**src/smel_pkg.sv**
```systemverilog
`default_nettype none

package smel_pkg;

    localparam int MAX_SECTION_COLUMNS = 32;
    localparam int MAX_SECTION_SIZE    = 64;
    localparam int MAX_BANDS           = 64;

    localparam int PIX_W      = 8;
    localparam int SUM_W      = 20;
    localparam int TOTAL_W    = 25;
    localparam int COL_W      = $clog2(MAX_SECTION_COLUMNS);
    localparam int XPOS_W     = $clog2(MAX_SECTION_SIZE);
    localparam int ROW_W      = $clog2(MAX_SECTION_SIZE);
    localparam int BAND_W     = $clog2(MAX_BANDS);
    localparam int SIZE_CFG_W = 7;
    localparam int COLS_CFG_W = 6;
    localparam int ROWS_CFG_W = 7;
    localparam int AREA_W     = 13;
    localparam int MEAN_W     = 16;
    localparam int FRAC_W     = 8;
    localparam int REM_W      = SUM_W - FRAC_W;
    localparam int DIV_CNT_W  = $clog2(MEAN_W);
    localparam int EDGE_W     = 6;
    localparam int PROD_W     = SUM_W + COLS_CFG_W;

    localparam int APB_ADDR_W = 4;
    localparam int APB_DATA_W = 32;

    localparam logic [1:0] REG_SECTION_WIDTH   = 2'd0;
    localparam logic [1:0] REG_SECTION_HEIGHT  = 2'd1;
    localparam logic [1:0] REG_SECTION_COLUMNS = 2'd2;
    localparam logic [1:0] REG_SECTION_ROWS    = 2'd3;

    localparam logic [SIZE_CFG_W-1:0] RST_SECTION_WIDTH   = 7'd8;
    localparam logic [SIZE_CFG_W-1:0] RST_SECTION_HEIGHT  = 7'd8;
    localparam logic [COLS_CFG_W-1:0] RST_SECTION_COLUMNS = 6'd32;
    localparam logic [ROWS_CFG_W-1:0] RST_SECTION_ROWS    = 7'd16;

    typedef enum logic [2:0] {
        ST_ACCUM,
        ST_FLUSH,
        ST_READ,
        ST_LOAD,
        ST_DIV,
        ST_OUT,
        ST_DONE
    } state_t;

    // effective (clamped) configuration
    typedef struct packed {
        logic [SIZE_CFG_W-1:0] width;
        logic [SIZE_CFG_W-1:0] height;
        logic [COLS_CFG_W-1:0] columns;
        logic [ROWS_CFG_W-1:0] rows;
    } cfg_t;

    typedef struct packed {
        logic take;
        logic walk_rd;
        logic div_start;
        logic out_load;
        logic band_done;
    } cmd_t;

    typedef struct packed {
        logic band_end;
        logic walk_last;
        logic div_done;
        logic out_free;
    } status_t;

    function automatic logic [SIZE_CFG_W-1:0] clamp_size(input logic [SIZE_CFG_W-1:0] v);
        logic [SIZE_CFG_W-1:0] r;
        if (v == '0) begin
            r = SIZE_CFG_W'(1);
        end else if (v > SIZE_CFG_W'(MAX_SECTION_SIZE)) begin
            r = SIZE_CFG_W'(MAX_SECTION_SIZE);
        end else begin
            r = v;
        end
        return r;
    endfunction

    function automatic logic [COLS_CFG_W-1:0] clamp_cols(input logic [COLS_CFG_W-1:0] v);
        logic [COLS_CFG_W-1:0] r;
        if (v == '0) begin
            r = COLS_CFG_W'(1);
        end else if (v > COLS_CFG_W'(MAX_SECTION_COLUMNS)) begin
            r = COLS_CFG_W'(MAX_SECTION_COLUMNS);
        end else begin
            r = v;
        end
        return r;
    endfunction

    function automatic logic [ROWS_CFG_W-1:0] clamp_rows(input logic [ROWS_CFG_W-1:0] v);
        logic [ROWS_CFG_W-1:0] r;
        if (v == '0) begin
            r = ROWS_CFG_W'(1);
        end else if (v > ROWS_CFG_W'(MAX_BANDS)) begin
            r = ROWS_CFG_W'(MAX_BANDS);
        end else begin
            r = v;
        end
        return r;
    endfunction

endpackage

`default_nettype wire

```
**src/section_mean_edge_locator.sv**
```systemverilog
`default_nettype none
// Pixels: one per cycle while a band fills; each passes through the accumulate stage
// register into the section sum RAM. Band end: per section column READ, LOAD, DIV and
// OUT (mean = sum*256/area, one quotient bit a cycle), between FLUSH and DONE, plus any
// output stalls; during all of it no pixel is taken.
// Reset (aresetn low, synchronous): registers to 8/8/32/16, counters, sums and output cleared.
// Any register write restarts the region: counters and sums are cleared as at reset.

module section_mean_edge_locator
    import smel_pkg::*;
(
    input  wire logic                  aclk,
    input  wire logic                  aresetn,
    // APB-style configuration
    input  wire logic                  psel,
    input  wire logic                  penable,
    input  wire logic                  pwrite,
    input  wire logic [APB_ADDR_W-1:0] paddr,
    input  wire logic [APB_DATA_W-1:0] pwdata,
    output logic      [APB_DATA_W-1:0] prdata,
    output logic                       pready,
    // pixel requests
    input  wire logic                  s_valid,
    output logic                       s_ready,
    input  wire logic [PIX_W-1:0]      s_pixel,
    // result requests
    output logic                       m_valid,
    input  wire logic                  m_ready,
    output logic [BAND_W-1:0]          m_band_index,
    output logic [COL_W-1:0]           m_column_index,
    output logic [MEAN_W-1:0]          m_mean_q8,
    output logic [EDGE_W-1:0]          m_edge_index,
    output logic                       m_last_of_band
);

    // raw register values, read back as written
    logic [SIZE_CFG_W-1:0] width_reg;
    logic [SIZE_CFG_W-1:0] height_reg;
    logic [COLS_CFG_W-1:0] columns_reg;
    logic [ROWS_CFG_W-1:0] rows_reg;
    logic                  cfg_wr;
    logic [1:0]            reg_idx;
    cfg_t                  cfg;
    cmd_t                  cmd;
    status_t               status;

    assign pready  = 1'b1;
    assign cfg_wr  = psel & penable & pwrite & pready;
    assign reg_idx = paddr[3:2];

    always_ff @(posedge aclk) begin
        if (!aresetn) begin
            width_reg   <= RST_SECTION_WIDTH;
            height_reg  <= RST_SECTION_HEIGHT;
            columns_reg <= RST_SECTION_COLUMNS;
            rows_reg    <= RST_SECTION_ROWS;
        end else if (cfg_wr) begin
            case (reg_idx)
                REG_SECTION_WIDTH:   width_reg   <= pwdata[SIZE_CFG_W-1:0];
                REG_SECTION_HEIGHT:  height_reg  <= pwdata[SIZE_CFG_W-1:0];
                REG_SECTION_COLUMNS: columns_reg <= pwdata[COLS_CFG_W-1:0];
                REG_SECTION_ROWS:    rows_reg    <= pwdata[ROWS_CFG_W-1:0];
                default: ;
            endcase
        end
    end

    always_comb begin
        case (reg_idx)
            REG_SECTION_WIDTH:   prdata = APB_DATA_W'(width_reg);
            REG_SECTION_HEIGHT:  prdata = APB_DATA_W'(height_reg);
            REG_SECTION_COLUMNS: prdata = APB_DATA_W'(columns_reg);
            REG_SECTION_ROWS:    prdata = APB_DATA_W'(rows_reg);
            default:             prdata = '0;
        endcase
    end

    // out-of-range settings saturate to the legal range
    assign cfg.width   = clamp_size(width_reg);
    assign cfg.height  = clamp_size(height_reg);
    assign cfg.columns = clamp_cols(columns_reg);
    assign cfg.rows    = clamp_rows(rows_reg);

    smel_ctrl u_ctrl (
        .aclk    (aclk),
        .aresetn (aresetn),
        .restart (cfg_wr),
        .s_valid (s_valid),
        .s_ready (s_ready),
        .status  (status),
        .cmd     (cmd)
    );

    smel_datapath u_datapath (
        .aclk           (aclk),
        .aresetn        (aresetn),
        .cfg            (cfg),
        .restart        (cfg_wr),
        .cmd            (cmd),
        .status         (status),
        .s_pixel        (s_pixel),
        .m_ready        (m_ready),
        .m_valid        (m_valid),
        .m_band_index   (m_band_index),
        .m_column_index (m_column_index),
        .m_mean_q8      (m_mean_q8),
        .m_edge_index   (m_edge_index),
        .m_last_of_band (m_last_of_band)
    );

endmodule

`default_nettype wire

```
**src/smel_ram.sv**
```systemverilog
`default_nettype none

module smel_ram #(
    parameter int WIDTH = 20,
    parameter int DEPTH = 32,
    localparam int AW = (DEPTH > 1) ? $clog2(DEPTH) : 1
) (
    input  wire logic             aclk,
    input  wire logic             we,
    input  wire logic [AW-1:0]    waddr,
    input  wire logic [WIDTH-1:0] wdata,
    input  wire logic [AW-1:0]    raddr,
    output logic      [WIDTH-1:0] rdata
);

    logic [WIDTH-1:0] mem_reg [DEPTH];
    logic [WIDTH-1:0] rdata_reg;

    always_ff @(posedge aclk) begin
        if (we) begin
            mem_reg[waddr] <= wdata;
        end
        rdata_reg <= mem_reg[raddr];
    end

    assign rdata = rdata_reg;

endmodule

`default_nettype wire

```
**src/smel_div.sv**
```systemverilog
`default_nettype none

module smel_div
    import smel_pkg::*;
(
    input  wire logic              aclk,
    input  wire logic              aresetn,
    input  wire logic              start,
    input  wire logic [SUM_W-1:0]  dividend,
    input  wire logic [AREA_W-1:0] divisor,
    output logic                   done,
    output logic [MEAN_W-1:0]      quotient
);

    // restoring divider, one quotient bit per cycle; computes (dividend << 8) / divisor
    logic [REM_W-1:0]     rem_reg, rem_next;
    logic [MEAN_W-1:0]    quo_reg, quo_next;
    logic [MEAN_W-1:0]    low_reg, low_next;
    logic [DIV_CNT_W-1:0] cnt_reg, cnt_next;
    logic                 busy_reg, busy_next;
    logic                 done_reg, done_next;
    logic [REM_W:0]       shifted;
    logic [REM_W+1:0]     diff;
    logic                 ge;

    assign shifted = {rem_reg, low_reg[MEAN_W-1]};
    assign diff    = {1'b0, shifted} - {1'b0, divisor};
    assign ge      = ~diff[REM_W+1];

    always_comb begin
        rem_next  = rem_reg;
        quo_next  = quo_reg;
        low_next  = low_reg;
        cnt_next  = cnt_reg;
        busy_next = busy_reg;
        done_next = done_reg;
        if (start) begin
            rem_next  = dividend[SUM_W-1:FRAC_W];
            low_next  = {dividend[FRAC_W-1:0], {(MEAN_W-FRAC_W){1'b0}}};
            cnt_next  = '0;
            busy_next = 1'b1;
            done_next = 1'b0;
        end else if (busy_reg) begin
            rem_next = ge ? diff[REM_W-1:0] : shifted[REM_W-1:0];
            quo_next = {quo_reg[MEAN_W-2:0], ge};
            low_next = {low_reg[MEAN_W-2:0], 1'b0};
            cnt_next = cnt_reg + 1'b1;
            if (cnt_reg == DIV_CNT_W'(MEAN_W - 1)) begin
                busy_next = 1'b0;
                done_next = 1'b1;
            end
        end
    end

    always_ff @(posedge aclk) begin
        if (!aresetn) begin
            busy_reg <= 1'b0;
            done_reg <= 1'b0;
            cnt_reg  <= '0;
        end else begin
            busy_reg <= busy_next;
            done_reg <= done_next;
            cnt_reg  <= cnt_next;
        end
        rem_reg <= rem_next;
        quo_reg <= quo_next;
        low_reg <= low_next;
    end

    assign done     = done_reg;
    assign quotient = quo_reg;

endmodule

`default_nettype wire

```
**src/smel_datapath.sv**
```systemverilog
`default_nettype none

module smel_datapath
    import smel_pkg::*;
(
    input  wire logic              aclk,
    input  wire logic              aresetn,
    input  wire cfg_t              cfg,
    input  wire logic              restart,
    input  wire cmd_t              cmd,
    output status_t                status,
    input  wire logic [PIX_W-1:0]  s_pixel,
    input  wire logic              m_ready,
    output logic                   m_valid,
    output logic [BAND_W-1:0]      m_band_index,
    output logic [COL_W-1:0]       m_column_index,
    output logic [MEAN_W-1:0]      m_mean_q8,
    output logic [EDGE_W-1:0]      m_edge_index,
    output logic                   m_last_of_band
);

    // position counters
    logic [XPOS_W-1:0]  x_reg;
    logic [COL_W-1:0]   col_reg;
    logic [ROW_W-1:0]   row_reg;
    logic [BAND_W-1:0]  band_reg;
    logic [COL_W-1:0]   walk_j_reg;
    logic [TOTAL_W-1:0] total_reg;
    logic [AREA_W-1:0]  area_reg;
    logic               x_last, col_last, row_last, band_last;

    // accumulate stage and forwarding
    logic               acc_vld_reg;
    logic [COL_W-1:0]   acc_col_reg;
    logic [PIX_W-1:0]   acc_pix_reg;
    logic               fwd_vld_reg;
    logic [COL_W-1:0]   last_addr_reg;
    logic [SUM_W-1:0]   last_data_reg;
    logic [SUM_W-1:0]   acc_base;
    logic [SUM_W-1:0]   acc_sum;

    // sum store
    logic [MAX_SECTION_COLUMNS-1:0] sum_vld_reg;
    logic                           rd_vld_reg;
    logic [COL_W-1:0]               ram_raddr;
    logic [SUM_W-1:0]               ram_rdata;
    logic [SUM_W-1:0]               walk_sum;

    // band-end walk
    logic [SUM_W-1:0]   sum_reg;
    logic               hit_reg;
    logic               edge_found_reg;
    logic [EDGE_W-1:0]  edge_reg;
    logic [EDGE_W-1:0]  edge_val;
    logic [PROD_W-1:0]  product;
    logic               div_done;
    logic [MEAN_W-1:0]  quotient;

    // output register
    logic               m_valid_reg;
    logic [BAND_W-1:0]  m_band_reg;
    logic [COL_W-1:0]   m_col_reg;
    logic [MEAN_W-1:0]  m_mean_reg;
    logic [EDGE_W-1:0]  m_edge_reg;
    logic               m_last_reg;

    assign x_last    = (x_reg == cfg.width[XPOS_W-1:0] - 1'b1);
    assign col_last  = (col_reg == cfg.columns[COL_W-1:0] - 1'b1);
    assign row_last  = (row_reg == cfg.height[ROW_W-1:0] - 1'b1);
    assign band_last = (band_reg == cfg.rows[BAND_W-1:0] - 1'b1);

    assign acc_base = (fwd_vld_reg && (last_addr_reg == acc_col_reg)) ? last_data_reg
                    : (rd_vld_reg ? ram_rdata : '0);
    assign acc_sum  = acc_base + SUM_W'(acc_pix_reg);
    assign walk_sum = rd_vld_reg ? ram_rdata : '0;
    assign ram_raddr = cmd.walk_rd ? walk_j_reg : col_reg;

    smel_ram #(
        .WIDTH (SUM_W),
        .DEPTH (MAX_SECTION_COLUMNS)
    ) u_sums (
        .aclk  (aclk),
        .we    (acc_vld_reg),
        .waddr (acc_col_reg),
        .wdata (acc_sum),
        .raddr (ram_raddr),
        .rdata (ram_rdata)
    );

    smel_div u_div (
        .aclk     (aclk),
        .aresetn  (aresetn),
        .start    (cmd.div_start),
        .dividend (walk_sum),
        .divisor  (area_reg),
        .done     (div_done),
        .quotient (quotient)
    );

    assign product  = PROD_W'(sum_reg) * PROD_W'(cfg.columns);
    assign edge_val = edge_found_reg ? edge_reg
                    : (hit_reg ? EDGE_W'(walk_j_reg) : EDGE_W'(cfg.columns));

    always_ff @(posedge aclk) begin
        if (!aresetn || restart) begin
            x_reg          <= '0;
            col_reg        <= '0;
            row_reg        <= '0;
            band_reg       <= '0;
            walk_j_reg     <= '0;
            total_reg      <= '0;
            sum_vld_reg    <= '0;
            edge_found_reg <= 1'b0;
        end else begin
            if (cmd.take) begin
                total_reg <= total_reg + TOTAL_W'(s_pixel);
                if (x_last) begin
                    x_reg <= '0;
                    if (col_last) begin
                        col_reg <= '0;
                        row_reg <= row_last ? '0 : row_reg + 1'b1;
                    end else begin
                        col_reg <= col_reg + 1'b1;
                    end
                end else begin
                    x_reg <= x_reg + 1'b1;
                end
            end
            if (acc_vld_reg) begin
                sum_vld_reg[acc_col_reg] <= 1'b1;
            end
            if (cmd.out_load) begin
                walk_j_reg <= walk_j_reg + 1'b1;
                if (!edge_found_reg && hit_reg) begin
                    edge_found_reg <= 1'b1;
                end
            end
            if (cmd.band_done) begin
                walk_j_reg     <= '0;
                total_reg      <= '0;
                sum_vld_reg    <= '0;
                edge_found_reg <= 1'b0;
                band_reg       <= band_last ? '0 : band_reg + 1'b1;
            end
        end
        if (cmd.out_load && !edge_found_reg && hit_reg) begin
            edge_reg <= EDGE_W'(walk_j_reg);
        end
    end

    always_ff @(posedge aclk) begin
        if (!aresetn) begin
            acc_vld_reg <= 1'b0;
            fwd_vld_reg <= 1'b0;
            m_valid_reg <= 1'b0;
        end else begin
            acc_vld_reg <= cmd.take;
            fwd_vld_reg <= acc_vld_reg;
            if (cmd.out_load) begin
                m_valid_reg <= 1'b1;
            end else if (m_ready) begin
                m_valid_reg <= 1'b0;
            end
        end
        acc_col_reg   <= col_reg;
        acc_pix_reg   <= s_pixel;
        last_addr_reg <= acc_col_reg;
        last_data_reg <= acc_sum;
        rd_vld_reg    <= sum_vld_reg[ram_raddr];
        area_reg      <= AREA_W'(cfg.width) * AREA_W'(cfg.height);
        hit_reg       <= product > PROD_W'(total_reg);
        if (cmd.div_start) begin
            sum_reg <= walk_sum;
        end
        if (cmd.out_load) begin
            m_band_reg <= band_reg;
            m_col_reg  <= walk_j_reg;
            m_mean_reg <= quotient;
            m_edge_reg <= status.walk_last ? edge_val : '0;
            m_last_reg <= status.walk_last;
        end
    end

    assign status.band_end  = x_last & col_last & row_last;
    assign status.walk_last = (walk_j_reg == cfg.columns[COL_W-1:0] - 1'b1);
    assign status.div_done  = div_done;
    assign status.out_free  = ~m_valid_reg | m_ready;

    assign m_valid        = m_valid_reg;
    assign m_band_index   = m_band_reg;
    assign m_column_index = m_col_reg;
    assign m_mean_q8      = m_mean_reg;
    assign m_edge_index   = m_edge_reg;
    assign m_last_of_band = m_last_reg;

endmodule

`default_nettype wire

```
**src/smel_ctrl.sv**
```systemverilog
`default_nettype none

module smel_ctrl
    import smel_pkg::*;
(
    input  wire logic    aclk,
    input  wire logic    aresetn,
    input  wire logic    restart,
    input  wire logic    s_valid,
    output logic         s_ready,
    input  wire status_t status,
    output cmd_t         cmd
);

    state_t state_reg, state_next;

    always_comb begin
        state_next = state_reg;
        case (state_reg)
            ST_ACCUM: begin
                if (s_valid && status.band_end) begin
                    state_next = ST_FLUSH;
                end
            end
            ST_FLUSH: state_next = ST_READ;
            ST_READ:  state_next = ST_LOAD;
            ST_LOAD:  state_next = ST_DIV;
            ST_DIV: begin
                if (status.div_done) begin
                    state_next = ST_OUT;
                end
            end
            ST_OUT: begin
                if (status.out_free) begin
                    state_next = status.walk_last ? ST_DONE : ST_READ;
                end
            end
            ST_DONE:  state_next = ST_ACCUM;
            default:  state_next = ST_ACCUM;
        endcase
    end

    always_comb begin
        cmd     = '0;
        s_ready = 1'b0;
        case (state_reg)
            ST_ACCUM: begin
                s_ready  = 1'b1;
                cmd.take = s_valid;
            end
            ST_READ:  cmd.walk_rd   = 1'b1;
            ST_LOAD:  cmd.div_start = 1'b1;
            ST_OUT:   cmd.out_load  = status.out_free;
            ST_DONE:  cmd.band_done = 1'b1;
            default: begin
                cmd     = '0;
                s_ready = 1'b0;
            end
        endcase
    end

    always_ff @(posedge aclk) begin
        if (!aresetn || restart) begin
            state_reg <= ST_ACCUM;
        end else begin
            state_reg <= state_next;
        end
    end

endmodule

`default_nettype wire

```
**config.mk**
```make
export PLATFORM = sky130hd
export DESIGN_NAME = section_mean_edge_locator
export DESIGN_NICKNAME = d
export VERILOG_FILES = /design/src/smel_pkg.sv /design/src/section_mean_edge_locator.sv /design/src/smel_ram.sv /design/src/smel_div.sv /design/src/smel_datapath.sv /design/src/smel_ctrl.sv
export SDC_FILE = /design/constraint.sdc
export NUM_CORES = 2
export LEC_CHECK = 0
export BUFFER_PORTS_ARGS = -buffer_cell sky130_fd_sc_hd__buf_2
export CORE_ASPECT_RATIO = 0.7
export CORE_MARGIN = 2
export CORE_UTILIZATION = 67
export DETAILED_ROUTE_END_ITERATION = 8
export GPL_TIMING_DRIVEN = 1
export PLACE_DENSITY = 0.82
export SLEW_MARGIN = 20
export SYNTH_ARGS = -nofsm -noshare
export SYNTH_HDL_FRONTEND = slang
export SYNTH_SLANG_ARGS = --single-unit
```
**constraint.sdc**
```tcl
create_clock -name aclk -period 9.8 [get_ports aclk]
set_input_delay 0 -clock aclk [delete_from_list [all_inputs] [get_ports aclk]]
set_output_delay 0 -clock aclk [all_outputs]
set_load 0.1 [all_outputs]
```
==> flow_summary.json <==
{
  "maxSlewHeadroom_pct": 24.1,
  "worstMarginPinSlew_ps": 1140,
  "hold_viol": 0,
  "wl_um": 102000,
  "synth.top_cell.area_share_pct": 50.9,
  "grt_max_degree": 107,
  "reg2reg_from": "columns_reg[1]",
  "worst-path-stages": 23,
  "die_area_um2": 66800,
  "max_stage_delay_ps": 660,
  "synth.yosys.seq_area_share_pct": 60.0,
  "ir_worst_vdd_uv": 163,
  "critPathKind": "reg -> reg",
  "critical_path_arrival_ps": 7890,
  "crit_family": "compound AO/OA/AOI/OAI gates",
  "rsz0062_at_grt": "false",
  "n_fill_cell": 3683,
  "tritoncts": "yes",
  "tns_ps": 0,
  "avgSynthCellArea_um2": 13.6,
  "hold_class": "in -> reg",
  "cp_common_cell": "fa_1",
  "synth_top_area_cell": "edfxtp_1",
  "min_period_over_period_pct": 74.9,
  "p_total_uw": 8260,
  "grt_overflow_total": 0,
  "worstSkewPairLatency_ps": 660,
  "cp-end-kind": "flip-flop",
  "initial_core_util_pct": 68.2,
  "grt_pass1_vias": 27315,
  "endpoint": "u_datapath.hit_reg",
  "drive_gt1_share_pct": 16.2,
  "slowest_stage": "a21oi_4",
  "crit_fanout": 25,
  "worst_setup_path_start_kind": "flip-flop",
  "cts_buffer_depth": 3,
  "startpoint": "columns_reg[1]",
  "r2r_slack_ps": 2460,
  "vias": 26909,
  "viasPerCell": 6.42,
  "ys_seq_elements": 933,
  "drt-pass1-iter-count": 6,
  "cts_resized": 0,
  "postCtsHoldBufs": 25,
  "antenna_found_initial": 2,
  "fin_nets": 3567,
  "drt_iter0_drc": 3291,
  "ant_nets": 0,
  "routedWlPerCell_um": 24.4,
  "synth-edff-count": 735,
  "ys_async_sr_fraction_pct": 0,
  "fp.dieW_um": 308,
  "syn_to_final_growth_pct": 11.0,
  "timing.critical_path.buf_inv": 2,
  "synth_ff_type": "edfxtp_1",
  "cts_buffers": 85,
  "skew_ps": 28.2,
  "n_antenna_cell": 0,
  "clk_pin_slew_ps": 70,
  "grt_use_total_pct": 31.3,
  "period_minus_slack_ps": 7340,
  "core_area_um2": 63600,
  "root_buffer": "clkbuf_16",
  "yosysUniqueCellTypes": 76,
  "r2r-end": "u_datapath.hit_reg",
  "syn-cell-area_um2": 43400,
  "crit_chain": "or4_4 > a21oi_4 > and2_1 > fa_1 > fa_1 > inv_1 > fa_1 > inv_1 > ha_1 > a2111oi_0 > o21ai_0 > o21ai_0 > a31oi_1 > o41ai_1 > o21bai_1 > a21oi_1 > xnor2_1 > ha_1 > a2111oi_0 > o211ai_1 > a311oi_1 > a211o_1 > nand2_1",
  "reg2reg_depth": 23,
  "post-cts-setup-buffer-count": 0,
  "required_ps": 10350,
  "gp_congestion": 0.975,
  "io_buffers": 66,
  "ios": 120,
  "largest_register_ffs": 640,
  "row_count": 77,
  "drv_slew": 0,
  "p_leak_uw": 0.0180,
  "finalSetupViolCount": 0,
  "fmax_mhz": 136,
  "status": "finished clean",
  "drcViolationCount": 0,
  "maxCapViolations": 0,
  "htree_levels": 3,
  "synth_area_leaders": "edfxtp_1 (51%), dfxtp_1 (9.1%), mux4_2 (9.0%), fa_1 (4.6%), ha_1 (3.7%)",
  "die_y_um": 217,
  "grt_first_pass_wirelength_um": 158000,
  "synth_cells": 3178,
  "clock-sinks": 933,
  "dp_hpwl_um": 64000,
  "yosysWarnings": 0,
  "power.density_nw_per_um2": 172
}
## worst min-delay path by stage
| stage | startpoint | to | depth (start not counted) |
|---|---|---|---|
| after floorplan | s_pixel[0] | u_datapath.acc_pix_reg[0] | 0 |
| after global placement | s_pixel[3] | u_datapath.acc_pix_reg[3] | 1 |
| after detailed placement | s_pixel[2] | u_datapath.acc_pix_reg[2] | 1 |
| after CTS | s_pixel[2] | u_datapath.acc_pix_reg[2] | 2 |
| after global routing | s_pixel[2] | u_datapath.acc_pix_reg[2] | 2 |
| final | s_pixel[2] | u_datapath.acc_pix_reg[2] | 2 |
## final cells by class
cell class	count	area [um^2]	area share, %
inverters	213	800	1.66
well taps	829	1040	2.16
clock inverters	49	617	1.28
multi-input cells	1895	16100	33.5
clock buffers	111	2370	4.92
repair buffers	161	1120	2.33
flip-flops and latches	933	26000	54.1
## metrics by stage
| step | instances | hold WS, ps | utilization, % | instance area [um^2] | worst slack (ps) |
|---|---|---|---|---|---|
| 2_1_floorplan | 3202 | 27.7 | - | 43400 | 3790 |
| 3_3_place_gp | 4006 | 174 | 70.5 | 44900 | 2850 |
| 3_5_place_dp | 4006 | 173 | 70.6 | 44900 | 2620 |
| 4_1_cts | 4191 | 15.5 | 75.6 | 48100 | 2570 |
| 5_1_grt | 4191 | 47.7 | 75.7 | 48100 | 1820 |
| 6_report | 4191 | 50.9 | 75.7 | 48100 | 2460 |
## cell families (layout without fill, tap and decap cells)
logic type | after synthesis | after routing | share of synthesized area (%)
and+or+nand+nor | 991 | 991 | 10.9
adders and majority gates | 227 | 227 | 8.26
muxes | 228 | 228 | 10.3
buffers and inverters | 374 | 534 | 3.67
DFF | 933 | 933 | 60.0
other | 2 | 26 | 0.0173
xor gates and xnor gates | 130 | 130 | 2.63
AOI/OAI and AO/OA | 293 | 293 | 4.20
## per-layer routing
layer / track usage, % / up-vias / part of all wire [%]
met2: 49.1 / 1593 / 47
li1: - / 11617 / -
met5: 0 / - / 0.013
met1: 45.1 / 13486 / 40
met4: 9.27 / 2 / 2.7
met3: 6.51 / 211 / 11
## cells in the mapped netlist (37+ instances only)
cell	n
clkbuf_1	86
nor2_1	203
inv_1	213
nand3_1	141
and2_1	118
xnor2_1	93
mux2i_1	50
mux4_2	173
nand2_1	347
o21ai_0	67
a21oi_1	88
fa_1	99
xor2_1	37
buf_4	40
dfxtp_1	198
nor2b_1	56
edfxtp_1	735
ha_1	128
## layout by cell type, fill, tap and decap left out, types with 19 or more instances in the layout
master / count
a21o_1: 21
a21oi_1: 88
and2_1: 118
buf_2: 66
buf_4: 69
clkbuf_16: 86
clkinv_2: 19
conb_1: 26
dfxtp_1: 198
dlygate4sd3_1: 25
edfxtp_1: 735
fa_1: 98
ha_1: 128
inv_1: 213
mux2i_1: 40
mux4_2: 173
nand2_1: 347
nand3_1: 140
nor2_1: 170
nor2_2: 28
nor2b_1: 56
nor3_1: 28
o21ai_0: 66
o21ai_1: 23
xnor2_1: 82
xor2_1: 36
## report_power, final
part	total [uW]	switching (uW)	internal (uW)
logic	375	274	101
clock network	3520	1500	2020
registers	4360	20.0	4340
total	8260	1800	6460
No activity file was read; power rests on OpenSTA's default activity.
